$ cat config.mk
export PLATFORM = sky130hd
export DESIGN_NAME = tppmm_ctrl
export DESIGN_NICKNAME = d
export VERILOG_FILES = /design/src/tppmm_pkg.sv /design/src/tppmm_ctrl.sv
export SDC_FILE = /design/constraint.sdc
export NUM_CORES = 1
export LEC_CHECK = 0
export BUFFER_PORTS_ARGS = -buffer_cell sky130_fd_sc_hd__buf_4
export CAP_MARGIN = 0
export CORE_AREA = 2 2 39 41
export CTS_BUF_LIST = sky130_fd_sc_hd__clkbuf_2
export DETAILED_ROUTE_END_ITERATION = 8
export DIE_AREA = 0 0 41 43
export HOLD_SLACK_MARGIN = 0.08
export PLACE_DENSITY_LB_ADDON = 0.15
export SLEW_MARGIN = 25
export SYNTH_ARGS = -nofsm -noshare
export SYNTH_HDL_FRONTEND = slang
export SYNTH_SLANG_ARGS = --single-unit
$ cat constraint.sdc
create_clock -name clk -period 1.4 [get_ports clk]
set_clock_uncertainty 0.2 [all_clocks]
set_input_delay 0.14 -clock clk [delete_from_list [all_inputs] [get_ports clk]]
set_output_delay 0.14 -clock clk [all_outputs]
set_load 0.02 [all_outputs]
$ cat src/tppmm_pkg.sv
package tppmm_pkg;

  // image and plane geometry
  localparam int MAX_WIDTH  = 256;
  localparam int MAX_HEIGHT = 256;
  localparam int POS_W      = 8;
  localparam int CFG_W      = 9;
  localparam int PLANE_BITS = MAX_WIDTH * MAX_HEIGHT;
  localparam int IDX_W      = $clog2(PLANE_BITS);
  localparam int WORD_W     = 32;
  localparam int OFS_W      = $clog2(WORD_W);
  localparam int WORDS      = PLANE_BITS / WORD_W;
  localparam int ADDR_W     = $clog2(WORDS);
  localparam int SUM_W      = POS_W + CFG_W;

  // configuration register indexes
  localparam int CFG_IDX_W = 2;
  localparam logic [CFG_IDX_W-1:0] REG_WIDTH  = 2'd0;
  localparam logic [CFG_IDX_W-1:0] REG_HEIGHT = 2'd1;

  // neighbour slots visited by a query, center first
  localparam int NB_W = 3;
  localparam logic [NB_W-1:0] NB_CENTER = 3'd0;
  localparam logic [NB_W-1:0] NB_LEFT   = 3'd1;
  localparam logic [NB_W-1:0] NB_UP     = 3'd2;
  localparam logic [NB_W-1:0] NB_RIGHT  = 3'd3;
  localparam logic [NB_W-1:0] NB_DOWN   = 3'd4;

  // item operations
  typedef enum logic [1:0] {
    OP_WR_FOUND = 2'd0,
    OP_WR_OVL   = 2'd1,
    OP_QUERY    = 2'd2,
    OP_MERGE    = 2'd3
  } op_t;

  typedef enum logic [3:0] {
    ST_CLEAR,
    ST_IDLE,
    ST_INDEX,
    ST_DISPATCH,
    ST_WR_READ,
    ST_WR_WRITE,
    ST_Q_READ,
    ST_Q_CAP,
    ST_MG_READ,
    ST_MG_WRITE,
    ST_DONE
  } state_t;

  // controller to datapath
  typedef struct packed {
    logic load;
    logic calc;
    logic clr_wr;
    logic rd_point;
    logic wr_point;
    logic rd_sweep;
    logic wr_merge;
    logic cap_nb;
    logic nb_inc;
    logic cnt_inc;
    logic flag_err;
  } cmd_t;

  // datapath to controller
  typedef struct packed {
    op_t  op;
    logic in_img;
    logic cnt_last;
    logic nb_last;
  } sts_t;

endpackage

$ cat src/tppmm_ctrl.sv
module tppmm_ctrl (
  input  logic            clk,
  input  logic            rst,
  input  logic            start,
  output logic            busy,
  output logic            done,
  input  tppmm_pkg::sts_t sts,
  output tppmm_pkg::cmd_t cmd
);
  import tppmm_pkg::*;

  state_t state;
  state_t state_next;

  // state register
  always_ff @(posedge clk) begin
    if (rst) begin
      state <= ST_CLEAR;
    end else begin
      state <= state_next;
    end
  end

  // next state
  always_comb begin
    state_next = state;
    case (state)
      ST_CLEAR: begin
        if (sts.cnt_last) state_next = ST_IDLE;
      end
      ST_IDLE: begin
        if (start) state_next = ST_INDEX;
      end
      ST_INDEX: state_next = ST_DISPATCH;
      ST_DISPATCH: begin
        case (sts.op)
          OP_WR_FOUND, OP_WR_OVL: state_next = sts.in_img ? ST_WR_READ : ST_DONE;
          OP_QUERY:               state_next = sts.in_img ? ST_Q_READ : ST_DONE;
          OP_MERGE:               state_next = ST_MG_READ;
          default:                state_next = ST_DONE;
        endcase
      end
      ST_WR_READ:  state_next = ST_WR_WRITE;
      ST_WR_WRITE: state_next = ST_DONE;
      ST_Q_READ:   state_next = ST_Q_CAP;
      ST_Q_CAP: begin
        state_next = sts.nb_last ? ST_DONE : ST_Q_READ;
      end
      ST_MG_READ: state_next = ST_MG_WRITE;
      ST_MG_WRITE: begin
        state_next = sts.cnt_last ? ST_DONE : ST_MG_READ;
      end
      ST_DONE: state_next = ST_IDLE;
      default: state_next = ST_IDLE;
    endcase
  end

  // outputs
  always_comb begin
    cmd  = '0;
    busy = 1'b1;
    done = 1'b0;
    case (state)
      ST_CLEAR: begin
        cmd.clr_wr  = 1'b1;
        cmd.cnt_inc = 1'b1;
      end
      ST_IDLE: begin
        busy     = 1'b0;
        cmd.load = start;
      end
      ST_INDEX: cmd.calc = 1'b1;
      ST_DISPATCH: begin
        cmd.flag_err = (sts.op != OP_MERGE) && !sts.in_img;
      end
      ST_WR_READ:  cmd.rd_point = 1'b1;
      ST_WR_WRITE: cmd.wr_point = 1'b1;
      ST_Q_READ:   cmd.rd_point = 1'b1;
      ST_Q_CAP: begin
        cmd.cap_nb = 1'b1;
        cmd.nb_inc = 1'b1;
      end
      ST_MG_READ: cmd.rd_sweep = 1'b1;
      ST_MG_WRITE: begin
        cmd.wr_merge = 1'b1;
        cmd.cnt_inc  = 1'b1;
      end
      ST_DONE: done = 1'b1;
      default: ;
    endcase
  end

endmodule
* After elaboration in Yosys (flattened, before gate mapping)
Cells that the tools add are included.
** Storage, ports and cells
- Register bits after elaboration :: 4
- Input port bits :: 8
- Logic and storage cells :: 45
** Cells by class
- Eq/ne operators :: 16
- Muxes and demuxes :: 20
- Reduce and logical (&&, ||, !) cells :: 8
** Operator list (count)
- case mux 4 bit (10 select lines) :: 1
- two-way mux 4 bit :: 5
- equality test 4 x 3 -> 1 bit, second input constant :: 4
- equality test 4 bit, second input constant :: 3
- case mux 4 bit (3 select lines) :: 1
- two-way mux 1 bit :: 11
- equality test 4 x 2 -> 1 bit, second input constant :: 2
- inequality test 2 bit, second input constant :: 3
- OR reduction 2 bit :: 3
- equality test 2 bit, second input constant :: 2
- equality test 4 x 1 -> 1 bit, second input constant :: 1
- logical NOT 4 bit :: 1
- two-way mux 2 bit :: 2
- equality test 2 x 1 -> 1 bit, second input constant :: 1
- logical NOT 2 bit :: 1
- AND reduction 2 bit :: 1
- logical AND 1 bit :: 1
- logical NOT 1 bit :: 1

* Logic depth before layout (Yosys ltp)
- Word-level depth :: 4
- Mapped depth :: 5

* Worst setup path after synthesis
No wires, ideal clock.
- Kind :: reg2out
- From :: register state[1]
- To :: output port cmd[1] in the netlist's numbering
- Data arrival time :: 1102 ps
- Required time :: 1060 ps
- Setup slack :: -42 ps
- Stages on the path, launching flop included :: 5
- Path buffers :: 1
- Cell sequence :: dfxtp_1 -> buf_2 -> inv_2 -> nand2_1 -> o21ai_0
** RTL lines
- from (decl) :: line tppmm_ctrl.sv:12 : state_t state;
- from (signal assigned) :: line tppmm_ctrl.sv:20 : state <= state_next;
- to (decl) :: line tppmm_ctrl.sv:8 : output tppmm_pkg::cmd_t cmd

==> flow_summary.json <==
{
  "outcome": "finished with violations",
  "failed_checks": "negative setup slack",
  "finalCriticalPeriod_ns": 1.43,
  "gr-total-overflow": 0,
  "ys_seq_area_share_pct": 22.5,
  "regMostFlops": "state",
  "drcViolationCount": 0,
  "p_total_uw": 369,
  "antenna_found_initial": 0,
  "ir_worst_vdd_v": 0.000366,
  "cts_buffers": 3,
  "rsz0062_at_grt": "yes",
  "grt_usage_pct": 15.2,
  "viasPerCell": 4.95,
  "crit_path_max_incr_delay_ns": 0.37,
  "fillCellCount": 140,
  "hold_depth": 4,
  "post_synth_num_cell_types": 26,
  "r2r_start": "state[1]$_SDFFE_PP0P_",
  "synth_compound_gate_area_share_pct": 20.4,
  "port_buffers": 20,
  "crit_path_end": "cmd[0]",
  "setup.worst_path.start_class": "register",
  "end_kind": "output port",
  "fin_hold_ws_ns": 0.109,
  "slew_headroom_pct": 70.3,
  "core_um2": 1380,
  "finalSetupViolCount": 4,
  "num_rows": 14,
  "htreeDepth": 1,
  "synth-seq-cells": 4,
  "grt_pass1_vias": 445,
  "cp_cell_sequence": "nor2_4, nand4_2, nor2_1, buf_4",
  "synthAdderAreaFrac_pct": 0,
  "nets": 95,
  "postSynthCellCount": 54,
  "p_per_area_nw_per_um2": 495,
  "diodes": 0,
  "drv_cap": 0,
  "cts-root-buf": "clkbuf_2",
  "worst-path-buf-inv": 1,
  "wire_per_inst_um": 11.7,
  "hold_viol": 0,
  "reg_top3": "state: 4 flops",
  "critPathMaxFanout": 6,
  "fin_util_pct": 53.9,
  "synthSimpleGateAreaFrac_pct": 44.7,
  "synth.area.mux_share_pct": 0,
  "syn_area_per_cell_um2": 6.58,
  "dpl_worst_slack_ns": -0.0519,
  "arrival_ns": 1.09,
  "gp_congestion": 0.787,
  "die_area_um2": 1760,
  "grt_pass1_wl_um": 1840,
  "worstSetupPathType": "reg -> out",
  "worst_path_max_delay_cell": "dfxtp_4",
  "firstDrtPassIters": 4,
  "slew_viol_final": 0,
  "crit_cells": 4,
  "r2r_end": "state[2]$_SDFFE_PP0P_",
  "synth_top_family_by_area": "simple AND/OR/NAND/NOR gates",
  "critPathLaunch": "state[2]$_SDFFE_PP0P_",
  "clock-sinks": 4,
  "synth_nets": 62,
  "layout-drive-gt1-share_pct": 67.1,
  "ioPinCount": 21,
  "die_y_um": 43,
  "period_share_pct": 102,
  "grt_max_degree": 12,
  "clk_path_buf_depth": 2,
  "ys_warn_count": 0,
  "clkTransAtPathRegs_ns": 0.04,
  "setup_ws_ns": -0.0342,
  "synthToLayoutAreaGrowth_pct": 110,
  "worstRegToRegCells": 3,
  "clock_latency_ns": 0.21,
  "max_slew.worst_pin.slew_ns": 0.435,
  "num_vias": 500,
  "reg2reg_slack_ns": -0.02,
  "leakage_nw": 0.331,
  "worstPathRequired_ns": 1.06,
  "synth_xor_area_share_pct": 0,
  "die_x_um": 41,
  "dp_hpwl_um": 823,
  "critPathTopFamily": "simple AND/OR/NAND/NOR gates",
  "initial_core_util_pct": 25.7,
  "largest_register_ffs": 4,
  "routed_wl_um": 1180,
  "drtIter0Drc": 6,
  "syn_area_um2": 355,
  "fmax_mhz": 697,
  "cts_tree": "built",
  "route.antenna.remaining_nets": 0,
  "hold_class": "in -> reg"
}
==> logic make-up after synthesis <==
group           count (synthesis)
flops                           4
buf+inv                         8
compound gates                 11
simple gates                   31
==> per-stage QoR <==
stage	area (um^2)	TNS [ns]	instances
2_1_floorplan	357	0	54
3_3_place_gp	556	-0.00811	92
3_5_place_dp	556	-0.0822	92
4_1_cts	664	-0.144	100
5_1_grt	746	-0.771	101
6_report	746	-0.0968	101
==> metal layers <==
layer	track usage, %	vias up	part of all wire, %
li1	-	253	-
met1	20.3	232	42
met2	21.9	15	53
met3	6.28	0	5.1
met4	4.00	0	0
met5	0	-	0
==> layout by cell type, fill, tap and decap left out, types with 2 or more instances in the layout <==
cell type / netlist / routed
dfxtp_4: 0 / 4
o21ai_1: 2 / 3
inv_2: 1 / 2
dlygate4sd3_1: 0 / 3
nor2_1: 10 / 6
nor2_4: 0 / 3
buf_4: 1 / 22
buf_6: 1 / 6
nand2b_4: 0 / 2
nor3_1: 3 / 2
clkbuf_2: 0 / 3
a21oi_1: 3 / 2
o22a_1: 2 / 2
nor2_2: 1 / 2
nand2_1: 6 / 3
nand2_2: 0 / 3
==> worst min path at each step <==
stage                            endpoint   start
global route        state[2]$_SDFFE_PP0P_  sts[2]
detailed placement  state[3]$_SDFFE_PP0P_     rst
global placement    state[3]$_SDFFE_PP0P_     rst
floorplan           state[3]$_SDFFE_PP0P_     rst
CTS                 state[2]$_SDFFE_PP0P_  sts[2]
finish              state[2]$_SDFFE_PP0P_  sts[2]
==> cell usage after synthesis <==
cell type	number	area, um^2
buf_2	2	10.0
nand4_1	1	6.26
or3_1	1	6.26
o22a_1	2	17.5
nand4_2	1	12.5
a21oi_1	3	15.0
nor2_1	10	37.5
and3_2	1	7.51
o21ai_0	1	5.00
buf_4	1	7.51
nor3_1	3	15.0
o21ai_1	2	10.0
buf_6	1	11.3
nor4_1	1	6.26
dfxtp_1	4	80.1
nor2_2	1	6.26
a2bb2oi_1	1	8.76
and3_1	2	12.5
inv_1	3	11.3
nor3b_1	1	7.51
a2111oi_0	1	8.76
nand2b_1	2	12.5
inv_2	1	3.75
nand2_1	6	22.5
o21a_1	1	7.51
nor2b_1	1	6.26
==> area by class of cell <==
| cell class | instances | area [um^2] | share of cell area, % |
|---|---|---|---|
| multi-input combinational | 42 | 315 | 42.3 |
| timing repair buffer | 32 | 283 | 37.9 |
| sequential | 4 | 95.1 | 12.8 |
| tap | 16 | 20.0 | 2.68 |
| inverter | 4 | 17.5 | 2.35 |
| clock buffer | 3 | 15.0 | 2.01 |
==> power by group <==
group	total [mW]	internal [mW]	switching, mW	leakage (nW)
sequential	0.123	0.113	0.00941	0.0355
combinational	0.142	0.0787	0.0630	0.283
clock	0.104	0.0576	0.0469	0.0125
total	0.369	0.250	0.119	0.331
==> repair_timing <==
item	CTS	global route
setup endpoints to repair	15	14
hold endpoints to repair	4	0
hold buffers	3	0
resized for setup	19	17
cloned	0	0
pin swaps	7	6
buffers inserted	2	1
==> worst register-to-register path, delay by kind of cell, from the launching register on <==
| kind | cells | cell delay [ns] |
|---|---|---|
| AO/OA/AOI/OAI | 1 | 0.46 |
| flip-flops | 1 | 0.39 |
| AND/OR/NAND/NOR | 2 | 0.26 |
(Power assumes the default switching activity.)
